[src/hdl/bounded_ordered_list_engine_defines.svh]
// ----------------------------------------------------------------------------
// bounded_ordered_list_engine_defines
// Assertion macros shared by the list engine RTL.
// ----------------------------------------------------------------------------
`ifndef BOUNDED_ORDERED_LIST_ENGINE_DEFINES_SVH
`define BOUNDED_ORDERED_LIST_ENGINE_DEFINES_SVH
// Assert that a condition implies another on the same edge
`define BOLE_ASSERT_IMP(label, clk, rst_n, a, b) \
    label: assert property (@(posedge clk) disable iff (!rst_n) (a) |-> (b)) \
        else $error("assertion failed");
// Assert that a condition implies another on the next edge
`define BOLE_ASSERT_NXT(label, clk, rst_n, a, b) \
    label: assert property (@(posedge clk) disable iff (!rst_n) (a) |=> (b)) \
        else $error("assertion failed");
`endif

[src/hdl/bole_pkg.sv]
// ----------------------------------------------------------------------------
// bole_pkg
// Types and constants for the bounded ordered list engine.
// ----------------------------------------------------------------------------
`default_nettype none
package bole_pkg;
    localparam int CAPACITY_DEF  = 16;
    localparam int WORD_BITS_DEF = 32;
    localparam int FIELD_BITS    = 32;

    typedef enum logic [2:0] {
        OP_INS_FRONT = 3'd0, OP_INS_BACK = 3'd1, OP_INS_AFTER = 3'd2,
        OP_DEL_FRONT = 3'd3, OP_DEL_BACK = 3'd4, OP_DEL_VALUE = 3'd5,
        OP_READ = 3'd6, OP_NONE = 3'd7
    } t_op;

    typedef enum logic [2:0] {
        ST_OK = 3'd0, ST_NOT_FOUND = 3'd1, ST_EMPTY = 3'd2,
        ST_FULL = 3'd3, ST_RANGE = 3'd4
    } t_status;

    typedef enum logic [2:0] {
        S_IDLE, S_WALK, S_WRITE, S_DONE
    } t_state;
endpackage
`default_nettype wire

[src/hdl/bounded_ordered_list_engine.sv]
// ----------------------------------------------------------------------------
// bounded_ordered_list_engine
// Linked list of words in slot memories with a free mask and front/back.
// ----------------------------------------------------------------------------
// After a command is accepted, full, empty and range rejects pass S_WALK then
// S_DONE; inserts at front or back, delete front, the unused opcode and insert
// after on an empty list pass S_WALK, S_WRITE and S_DONE; reads, searches and
// delete back walk from the front one slot per cycle, then S_WRITE and S_DONE.
// A new command can be taken from the cycle after o_done, not before. No result stall.
// Synchronous active-low reset empties the list; slot memories are not cleared.
`default_nettype none
module bounded_ordered_list_engine #(
    parameter int CAPACITY  = bole_pkg::CAPACITY_DEF,
    parameter int WORD_BITS = bole_pkg::WORD_BITS_DEF
) (
    input  wire logic                            i_clk,
    input  wire logic                            i_rst_n,
    input  wire logic                            start,
    output logic                                 busy,
    input  wire logic [2:0]                      i_opcode,
    input  wire logic signed [bole_pkg::FIELD_BITS-1:0] i_value,
    input  wire logic signed [bole_pkg::FIELD_BITS-1:0] i_match_a,
    input  wire logic signed [bole_pkg::FIELD_BITS-1:0] i_match_b,
    input  wire logic [3:0]                      i_index,
    output logic                                 o_done,
    output logic [2:0]                           o_status,
    output logic signed [bole_pkg::FIELD_BITS-1:0] o_read_value,
    output logic [$clog2(CAPACITY+1)-1:0]        o_entry_count
);
    import bole_pkg::*;
`include "bounded_ordered_list_engine_defines.svh"

    localparam int SB = $clog2(CAPACITY);
    localparam int CB = $clog2(CAPACITY+1);

    // slot memories
    logic [WORD_BITS-1:0] m_val [CAPACITY];
    logic [SB-1:0]        m_lnk [CAPACITY];

    t_state r_state, n_state;
    t_op    r_op;
    logic [WORD_BITS-1:0] r_v, r_ka, r_kb;
    logic [3:0]    r_idx;
    logic [CAPACITY-1:0] r_free;
    logic [SB-1:0] r_front, r_back;
    logic [CB-1:0] r_cnt;
    logic [SB-1:0] r_cur, r_prev;   // slot being read, previous slot
    logic [CB-1:0] r_pos;           // position of r_cur
    logic          r_rdv;           // memory read data valid this cycle
    logic [WORD_BITS-1:0] r_rval;
    logic [SB-1:0] r_rlnk;
    t_status       r_st;
    logic [WORD_BITS-1:0] r_out;

    // sign-extend then trim field to word width
    function automatic logic [WORD_BITS-1:0] word_of(input logic [FIELD_BITS-1:0] f);
        logic [63:0] x;
        x = {{(64-FIELD_BITS){f[FIELD_BITS-1]}}, f};
        return x[WORD_BITS-1:0];
    endfunction

    // lowest free slot
    logic [SB-1:0] w_new;
    always_comb begin
        w_new = '0;
        for (int i = CAPACITY-1; i >= 0; i--)
            if (r_free[i]) w_new = SB'(i);
    end

    wire logic w_full  = (r_cnt == CB'(CAPACITY));
    wire logic w_empty = (r_cnt == '0);
    wire logic w_hit   = (r_rval == r_ka) || (r_rval == r_kb);
    wire logic w_last  = (r_pos == r_cnt - CB'(1));

    // memory read port: first read at r_cur, then straight at the next link
    // while the walk goes on; held once the walk stops so r_rlnk stays put
    logic          w_rd;
    logic [SB-1:0] w_ra;
    assign w_ra = r_rdv ? r_rlnk : r_cur;
    assign w_rd = (r_state == S_WALK) && (!r_rdv || n_state == S_WALK);
    always_ff @(posedge i_clk) begin
        if (w_rd) begin
            r_rval <= m_val[w_ra];
            r_rlnk <= m_lnk[w_ra];
        end
    end

    // write-back decisions, evaluated in S_WRITE
    logic          w_we_v, w_we_l, w_we_l2;
    logic [SB-1:0] w_la, w_ld, w_la2, w_ld2;
    always_comb begin
        w_we_v = 1'b0; w_we_l = 1'b0; w_we_l2 = 1'b0;
        w_la = w_new; w_ld = w_new; w_la2 = r_prev; w_ld2 = w_new;
        if (r_state == S_WRITE && r_st == ST_OK) begin
            unique case (r_op)
                OP_INS_FRONT, OP_INS_BACK, OP_INS_AFTER: begin
                    w_we_v = 1'b1; w_we_l = 1'b1;
                    if (w_empty)              w_ld = w_new;
                    else if (r_op == OP_INS_FRONT) w_ld = r_front;
                    else if (r_op == OP_INS_BACK)  w_ld = r_back;
                    else begin
                        w_ld = r_rlnk; w_we_l2 = 1'b1; w_la2 = r_prev; w_ld2 = w_new;
                    end
                    if (r_op == OP_INS_BACK && !w_empty) begin
                        // back entry links to itself; new back does too
                        w_ld = w_new; w_we_l2 = 1'b1; w_la2 = r_back; w_ld2 = w_new;
                    end
                end
                OP_DEL_BACK, OP_DEL_VALUE: begin
                    // r_prev: predecessor, r_cur: removed slot, r_rlnk: its next
                    if (r_pos != '0) begin
                        w_we_l2 = 1'b1; w_la2 = r_prev;
                        w_ld2 = (r_cur == r_back) ? r_prev : r_rlnk;
                    end
                end
                default: ;
            endcase
        end
    end

    always_ff @(posedge i_clk) begin
        if (w_we_v) m_val[w_la] <= r_v;
        if (w_we_l) m_lnk[w_la] <= w_ld;
        if (w_we_l2) m_lnk[w_la2] <= w_ld2;
    end

    // next state
    always_comb begin
        n_state = r_state;
        unique case (r_state)
            S_IDLE:  if (start) n_state = S_WALK;
            S_WALK:  if (!r_rdv) begin
                         if (r_st != ST_OK) n_state = S_DONE;
                         else if (r_op == OP_INS_FRONT || r_op == OP_INS_BACK ||
                                  r_op == OP_DEL_FRONT || r_op == OP_NONE ||
                                  (r_op == OP_INS_AFTER && w_empty))
                             n_state = S_WRITE;
                     end else if (r_op == OP_DEL_BACK) begin
                         if (w_last) n_state = S_WRITE;
                     end else if (r_op == OP_READ) begin
                         if (r_pos == CB'(r_idx)) n_state = S_WRITE;
                     end else if (w_hit) n_state = S_WRITE;
                     else if (w_last) n_state = S_WRITE;
            S_WRITE: n_state = S_DONE;
            S_DONE:  n_state = S_IDLE;
            default: n_state = S_IDLE;
        endcase
    end

    // datapath and bookkeeping
    always_ff @(posedge i_clk) begin
        if (!i_rst_n) begin
            r_state <= S_IDLE;
            r_free  <= '1;
            r_front <= '0;
            r_back  <= '0;
            r_cnt   <= '0;
            r_rdv   <= 1'b0;
        end else begin
            r_state <= n_state;
            r_rdv   <= w_rd;
            unique case (r_state)
                S_IDLE: if (start) begin
                    r_op  <= t_op'(i_opcode);
                    r_v   <= word_of(i_value);
                    r_ka  <= word_of(i_match_a);
                    r_kb  <= (i_opcode == OP_DEL_VALUE) ? word_of(i_match_a)
                                                         : word_of(i_match_b);
                    r_idx <= i_index;
                    r_cur <= r_front; r_prev <= r_front;
                    r_pos <= '0; r_out <= '0;
                    if (i_opcode <= OP_INS_AFTER && w_full) r_st <= ST_FULL;
                    else if ((i_opcode >= OP_DEL_FRONT && i_opcode <= OP_READ) && w_empty)
                        r_st <= ST_EMPTY;
                    else if (i_opcode == OP_READ && int'(i_index) >= int'(r_cnt))
                        r_st <= ST_RANGE;
                    else
                        r_st <= ST_OK;
                end
                S_WALK: if (r_rdv && n_state == S_WALK) begin
                    r_prev <= r_cur; r_cur <= r_rlnk; r_pos <= r_pos + CB'(1);
                end else if (r_rdv) begin
                    if (r_op == OP_READ) r_out <= r_rval;
                    else if ((r_op == OP_INS_AFTER || r_op == OP_DEL_VALUE) && !w_hit)
                        r_st <= ST_NOT_FOUND;
                    if (r_op == OP_INS_AFTER) r_prev <= r_cur;
                end
                S_WRITE: if (r_st == ST_OK) begin
                    unique case (r_op)
                        OP_INS_FRONT, OP_INS_BACK, OP_INS_AFTER: begin
                            r_free[w_new] <= 1'b0;
                            r_cnt <= r_cnt + CB'(1);
                            if (w_empty) begin
                                r_front <= w_new; r_back <= w_new;
                            end else if (r_op == OP_INS_FRONT) r_front <= w_new;
                            else if (r_op == OP_INS_BACK) r_back <= w_new;
                            else if (r_prev == r_back) r_back <= w_new;
                        end
                        OP_DEL_FRONT: begin
                            r_free[r_front] <= 1'b1;
                            r_cnt <= r_cnt - CB'(1);
                            if (r_cnt == CB'(1)) begin
                                r_front <= '0; r_back <= '0;
                            end else r_front <= r_rlnk;
                        end
                        OP_DEL_BACK, OP_DEL_VALUE: begin
                            r_free[r_cur] <= 1'b1;
                            r_cnt <= r_cnt - CB'(1);
                            if (r_pos == '0) begin
                                if (r_cnt == CB'(1)) begin
                                    r_front <= '0; r_back <= '0;
                                end else r_front <= r_rlnk;
                            end else if (r_cur == r_back) r_back <= r_prev;
                        end
                        default: ;
                    endcase
                end
                default: ;
            endcase
        end
    end

    // delete front needs the front link: read it in S_WALK first cycle
    // (r_cur = r_front, read issued on entry; r_rlnk holds the link in S_WRITE)

    assign busy          = (r_state != S_IDLE);
    assign o_done        = (r_state == S_DONE);
    assign o_status      = r_st;
    assign o_read_value  = FIELD_BITS'(r_out);
    assign o_entry_count = r_cnt;

    `BOLE_ASSERT_IMP(a_cnt_range, i_clk, i_rst_n, 1'b1, r_cnt <= CB'(CAPACITY))
    `BOLE_ASSERT_IMP(a_free_cnt, i_clk, i_rst_n, 1'b1, $countones(r_free) == CAPACITY - int'(r_cnt))
    `BOLE_ASSERT_NXT(a_done_idle, i_clk, i_rst_n, o_done, !o_done && !busy)
endmodule
`default_nettype wire
[config.mk]
export PLATFORM = sky130hd
export DESIGN_NAME = bounded_ordered_list_engine
export DESIGN_NICKNAME = d
export VERILOG_FILES = /design/src/hdl/bole_pkg.sv /design/src/hdl/bounded_ordered_list_engine.sv
export VERILOG_INCLUDE_DIRS = /design/src /design/src/hdl
export SDC_FILE = /design/constraint.sdc
export NUM_CORES = 1
export LEC_CHECK = 0
export BUFFER_PORTS_ARGS = -buffer_cell sky130_fd_sc_hd__buf_4
export CAP_MARGIN = 20
export CORE_AREA = 3 3 278 280
export CTS_CLUSTER_DIAMETER = 60
export DETAILED_ROUTE_END_ITERATION = 12
export DIE_AREA = 0 0 281 283
export SLEW_MARGIN = 20
export SYNTH_ARGS = -nofsm -noshare
export SYNTH_HDL_FRONTEND = slang
export SYNTH_SLANG_ARGS = --single-unit
[constraint.sdc]
create_clock -name i_clk -period 18.72 [get_ports i_clk]
set_input_delay 1.872 -clock i_clk [delete_from_list [all_inputs] [get_ports i_clk]]
set_output_delay 1.872 -clock i_clk [all_outputs]
set_load 0.01 [all_outputs]
==> results of run 1 <==
[layout by cell type (no fill, tap or decap), types with 5 or more instances in the layout]
cell type,n
a21oi_1,31
nor3b_1,8
nor2_1,37
clkinv_2,15
a21o_1,7
o21ai_0,37
nand4_1,20
nor2_2,11
mux4_2,144
clkinvlp_4,5
clkbuf_16,88
nor4_1,10
a22oi_1,5
ha_1,9
buf_4,177
nor2b_1,10
and3_1,5
edfxtp_1,763
and2_1,75
xor2_1,12
a211oi_1,36
o22ai_1,27
xnor2_1,81
mux2i_1,69
a31oi_1,48
dfxtp_1,33
bufinv_16,15
nand2b_1,16
nand2_1,141
nor3_1,13
clkinv_1,20
clkbuf_1,9
nand3_1,31
nor2_4,18
inv_1,15
a21oi_2,8
mux2_2,34
[worst register-to-register path: cells and delay by family (launching register included)]
family,cells,cell delay (ps)
and+or+nand+nor,1,170
AOI/OAI and AO/OA,2,310
muxes,2,1070
buffers and inverters,2,1350
DFF,1,830
[worst paths after layout]
kind | from | slack, ps | depth (start not counted) | to
max | r_rdv | 14680 | 7 | r_rlnk[3]
min | r_free[6] | 550 | 2 | r_free[6]
max reg2reg | r_rdv | 14680 | 7 | r_rlnk[3]
min reg2reg | r_free[6] | 550 | 2 | r_free[6]
[routing by layer]
metal / GRT usage, % / vias to the layer above
met4: 5.04 / 0
met3: 3.32 / 90
met2: 33.1 / 641
li1: - / 7895
met5: 0 / -
met1: 29.2 / 9291
[final cells by class]
class	instances	area share, %
Sequential cell	796	61.4
Multi-Input combinational cell	998	23.9
Clock buffer	97	5.83
Timing Repair Buffer	180	3.60
Tap cell	969	3.16
Clock inverter	62	1.99
Inverter	15	0.147
[sequential cells by signal, indices dropped and copies added, names as in the netlist, 3 cells and up]
register,cells
r_rlnk,4
m_lnk,64
r_back,4
r_ka,32
r_cur,4
o_entry_count,5
o_status,3
r_state,3
r_v,32
r_rval,32
r_op,3
r_free,16
r_front,4
o_read_value,32
r_idx,4
r_prev,4
m_val,512
r_pos,5
r_kb,32
[cells by family (layout without fill, tap and decap cells)]
group,Yosys count,after routing
buffers and inverters,127,354
adder cells (fa/ha/maj),9,9
flip-flops,796,796
AND/OR/NAND/NOR,416,416
multiplexers,251,251
AO/OA/AOI/OAI,228,228
XOR/XNOR,93,93
other,1,1
[where the power goes]
part           total (mW)  switching (mW)  internal (mW)
combinational       0.114          0.0585         0.0554
clock                1.78           0.706           1.07
sequential           1.97          0.0181           1.95
[stage by stage]
stage | worst slack (ps) | hold slack [ps]
after global placement | 14260 | 526
after floorplan | 8690 | 493
after CTS | 14300 | 543
after global routing | 14320 | 588
final | 14680 | 553
after detailed placement | 14190 | 533
==> impl_metrics.env, run 1 <==
export IMPL_status="completed"
export IMPL_power_mw=3.86
export IMPL_yosysTopAreaCell="edfxtp_1"
export IMPL_top_layer="met4"
export IMPL_grt_antenna_before_repair=0
export IMPL_dp_cells=2958
export IMPL_cts_root_buffer="clkbuf_16"
export IMPL_crit_path_cell_trace="mux2i_4 -> buf_12 -> buf_6 -> mux4_2 -> and2_1 -> a211oi_1 -> a31oi_1"
export IMPL_finalInstanceArea_mm2=0.0384
export IMPL_place_gp_congestion=0.857
export IMPL_numCtsBuffers=85
export IMPL_grt_max_degree=145
export IMPL_relSlewSlack_pct=25.7
export IMPL_drv_slew=0
export IMPL_vias_per_cell=5.75
export IMPL_drt_iter0_markers=1736
export IMPL_die_y_um=283
export IMPL_ios=148
export IMPL_finalNonFillerCells=3117
export IMPL_fin_crit_sh_pct=21.6
export IMPL_yosysWarningCount=0
export IMPL_wl_met3_mm=5.63
export IMPL_synth_top_family_by_area="multiplexers"
export IMPL_track_usage_pct=20.5
export IMPL_wire_per_inst_um=26.2
export IMPL_nets=2191
export IMPL_vias=17900
export IMPL_post_cts_setup_buffer_count=0
export IMPL_cts_tree="yes"
export IMPL_cp_arrival_ps=4340
export IMPL_cp_slowest_stage_delay_ps=830
export IMPL_final_antenna_net_count=0
export IMPL_routed_wl_mm=81.7
export IMPL_avgSynthCellArea_um2=17.2
export IMPL_yosysMostFrequentCell="edfxtp_1"
export IMPL_hold_viol_final=0
export IMPL_placed_cell_area_mm2=0.0354
export IMPL_syn_num_nets=2036
export IMPL_syn_to_final_growth_pct=16.2
export IMPL_drive_gt1_share_pct=25.6
export IMPL_overflow=0
export IMPL_worst_path_buf_inv=2
export IMPL_dr_wl_met2_mm=40.0
export IMPL_diodes=0
export IMPL_fin_setup_tns_ps=0
export IMPL_drc=0
export IMPL_cts_resized=0
export IMPL_p_per_area_mw_per_mm2=101
export IMPL_worst_slew_pin_slew_ps=1110
export IMPL_yosys_top_cells_area="edfxtp_1, mux4_2, mux2i_1"
export IMPL_synth_xor_area_share_pct=2.47
export IMPL_fin_util_pct=51.4
export IMPL_skew_ps=33.6
export IMPL_grt_pass1_vias=18100
export IMPL_path_delay_family="buffers and inverters"
export IMPL_synth_cell_types=63
export IMPL_synth_seq_cells=796
export IMPL_async_reset_ff_share_pct=0
export IMPL_synthFlopType="edfxtp_1"
export IMPL_initial_core_util_pct=44.2
export IMPL_die_w_um=281
export IMPL_critPathMaxFanout=93
export IMPL_min_period_ps=4040
export IMPL_clk_latency_ps=640
export IMPL_fillers=6030
export IMPL_synth_cells=1921
export IMPL_clockBufferDepth=3
export IMPL_synth_edff_count=763
export IMPL_vdd_drop_max_v=0.0000753
export IMPL_cts_clk_slew_worst_paths_ps=60
export IMPL_worstSetupPathType="reg -> reg"
export IMPL_core_mm2=0.0747
export IMPL_p_leak_nw=12.3
export IMPL_setup_viol=0
export IMPL_synth_top_cells_by_count="edfxtp_1, mux4_2, nand2_1"
export IMPL_synth_simple_area_share_pct=6.47
export IMPL_port_buffers=147
export IMPL_drt_first_pass_iters=6
export IMPL_hp_class="reg -> reg"
export IMPL_cts_hold_buffers=0
export IMPL_fmax_mhz=248
export IMPL_syn_cell_area_mm2=0.0330
export IMPL_register_area_mm2=0.0236
export IMPL_synth_top_area_share_pct=69.4
export IMPL_multi_input_area_mm2=0.00915
export IMPL_drv_cap=0
export IMPL_row_count=100
export IMPL_wl_met1_mm=34.6
export IMPL_cts_sinks=796
export IMPL_crit_slowest_cell="dfxtp_1"
export IMPL_die_area_mm2=0.0795
export IMPL_htreeDepth=3
export IMPL_grt_pass1_wl_mm=121
export IMPL_dp_hpwl_mm=46.8
export IMPL_critPathLaunchType="flop"
export IMPL_crit_path_end_kind="flop"
export IMPL_synthMuxAreaShare_pct=13.2
export IMPL_critPathRequiredTime_ps=19030
export IMPL_rsz0062_at_grt="no"
export IMPL_synth_fa_ha_area_share_pct=0.341
export IMPL_ys_seq_area_share_pct=71.4
export IMPL_synth_compound_area_share_pct=4.52
Power figures use the tool's default switching activity.
==> run 2, diff against run 1 <==
==> constraint.sdc (replaced) <==
create_clock -name i_clk -period 3.2 [get_ports i_clk]
set_input_delay 0.32 -clock i_clk [delete_from_list [all_inputs] [get_ports i_clk]]
set_output_delay 0.32 -clock i_clk [all_outputs]
set_load 0.01 [all_outputs]
==> run 2 against run 1 <==
Via count rose by 4.0%. Critical path depth grew 1. First-iteration DRC count down 5.3%. Count of clock-buffer cells in the layout increased by 1. Critical path type unchanged. Routed wire length increased by 1.1%. Final area rose by 4.5%. Clock skew up 6.5 ps. Non-clock buffer count up 170. Sequential share of layout area down 2.6 points.
==> impl_metrics.env, run 2 (synthesis gave the netlist of run 1 again) <==
export IMPL_holdPathStages=2
export IMPL_crit_start="r_rval[26]"
export IMPL_p_leak_nw=13.1
export IMPL_critPathRequiredTime_ps=3530
export IMPL_cts_sinks=796
export IMPL_die_w_um=281
export IMPL_clockBufferDepth=3
export IMPL_setup_viol=0
export IMPL_grt_pass1_vias=19300
export IMPL_worstSetupEndpoint="o_read_value[27]"
export IMPL_routed_wl_mm=82.6
export IMPL_port_buffers=147
export IMPL_crit_cells=8
export IMPL_numCtsBuffers=87
export IMPL_cp_arrival_ps=3420
export IMPL_die_area_mm2=0.0795
export IMPL_htreeDepth=3
export IMPL_wire_per_inst_um=25.1
export IMPL_regMostFlops="m_val"
export IMPL_worst_path_buf_inv=1
export IMPL_nets=2363
export IMPL_mostFrequentLayoutCells="edfxtp_1, buf_4, mux4_2"
export IMPL_rrSetupSlack_ps=110
export IMPL_rr_worst_depth=8
export IMPL_row_count=100
export IMPL_largest_reg_flops=512
export IMPL_largestRegisters="m_val: 512 flops, m_lnk: 64 flops"
export IMPL_rsz0062_at_grt="no"
export IMPL_path_delay_family="simple AND/OR/NAND/NOR gates"
export IMPL_worstSetupPathType="reg -> reg"
export IMPL_grt_max_degree=104
export IMPL_critPathMaxFanout=32
export IMPL_timing_rr_end="o_read_value[27]"
export IMPL_cp_slowest_stage_delay_ps=610
export IMPL_post_cts_setup_buffer_count=0
export IMPL_grt_antenna_before_repair=6
export IMPL_final_common_cell="edfxtp_1"
export IMPL_fmax_mhz=323
export IMPL_drc=0
export IMPL_track_usage_pct=20.8
export IMPL_clk_latency_ps=650
export IMPL_skew_ps=40.1
export IMPL_worst_slew_pin_slew_ps=883
export IMPL_placed_cell_area_mm2=0.0362
export IMPL_vias=18600
export IMPL_overflow=0
export IMPL_syn_to_final_growth_pct=21.4
export IMPL_p_per_area_mw_per_mm2=553
export IMPL_dp_hpwl_mm=50.4
export IMPL_crit_path_end_kind="flop"
export IMPL_cts_clk_slew_worst_paths_ps=60
export IMPL_crit_slowest_cell="edfxtp_1"
export IMPL_relSlewSlack_pct=41.1
export IMPL_drt_first_pass_iters=5
export IMPL_drt_iter0_markers=1644
export IMPL_status="completed"
export IMPL_fin_crit_sh_pct=96.6
export IMPL_ios=148
export IMPL_vdd_drop_max_v=0.000464
export IMPL_reg2reg_from="r_rval[26]"
export IMPL_crit_path_cell_trace="xnor2_1 -> nand4_1 -> nor4_1 -> a22oi_1 -> o21a_1 -> and3_1 -> a211oi_4 -> buf_12"
export IMPL_drive_gt1_share_pct=26.4
export IMPL_grt_pass1_wl_mm=124
export IMPL_cts_root_buffer="clkbuf_16"
export IMPL_cts_tree="yes"
export IMPL_core_mm2=0.0747
export IMPL_place_gp_congestion=0.886
export IMPL_critPathLaunchType="flop"
export IMPL_initial_core_util_pct=44.2
export IMPL_vias_per_cell=5.66
export IMPL_hold_viol_final=0
export IMPL_fin_util_pct=53.7
export IMPL_min_period_ps=3090
export IMPL_drv_cap=0
export IMPL_die_y_um=283
export IMPL_final_antenna_net_count=0
export IMPL_finalInstanceArea_mm2=0.0401
export IMPL_hp_class="in -> reg"
export IMPL_drv_slew=0
-- run 2: power by group --
part | internal (mW) | switching [mW] | total [mW] | leakage (nW)
clock network | 5.65 | 4.16 | 9.81 | 1.37
logic | 0.436 | 0.395 | 0.831 | 4.62
registers | 11.4 | 0.0986 | 11.5 | 7.12
-- run 2: worst min path at each step --
| stage | end | from | slack (ps) |
|---|---|---|---|
| 3_5_place_dp | r_v[28] | i_value[28] | 500 |
| 2_1_floorplan | r_idx[0] | i_index[0] | 420 |
| 3_3_place_gp | r_v[11] | i_value[11] | 500 |
| 6_report | r_free[15] | i_rst_n | 70 |
| 5_1_grt | r_free[11] | i_rst_n | 50 |
| 4_1_cts | r_free[5] | i_rst_n | 20 |
-- run 2: metal layers --
layer / vias up / GRT usage, % / part of all wire (%)
li1: 8240 / - / -
met1: 9598 / 29.9 / 43
met2: 680 / 33.2 / 48
met3: 115 / 3.35 / 7.1
met4: 0 / 5.50 / 1.8
met5: - / 0 / 0
-- run 2: what timing repair did --
action                                 4_1_cts  5_1_grt
hold buffers                               103        0
endpoints found under the hold margin      103        0
setup endpoints to repair                    4       35
resized for setup                            1        2
-- run 2: cell type report --
type / count / area (um^2)
Fill cell: 5914 / 34600
Sequential cell: 796 / 23600
Multi-Input combinational cell: 998 / 9170
Timing Repair Buffer: 350 / 3240
Clock buffer: 98 / 2240
Tap cell: 969 / 1210
Clock inverter: 62 / 593
Inverter: 15 / 56.3
Antenna cell: 3 / 7.51
-- run 2: per-stage QoR --
stage          setup slack (ps)  power, mW  cells  hold slack, ps  setup TNS [ps]
2_1_floorplan              -586       12.1   1921             419          -27710
3_3_place_gp               9.29       12.5   3025             498               0
3_5_place_dp               17.8       12.5   3025             499               0
4_1_cts                    5.03       22.4   3288            18.9               0
5_1_grt                    14.0       22.9   3290            51.4               0
6_report                    107       22.2   3291            66.6               0
-- run 2: worst register-to-register path: cells and delay by family (launching register included) --
kind | cells | cell delay [ps]
AO/OA/AOI/OAI | 3 | 810
XOR/XNOR | 1 | 240
buffers and inverters | 1 | 250
flip-flops | 1 | 610
AND/OR/NAND/NOR | 3 | 840
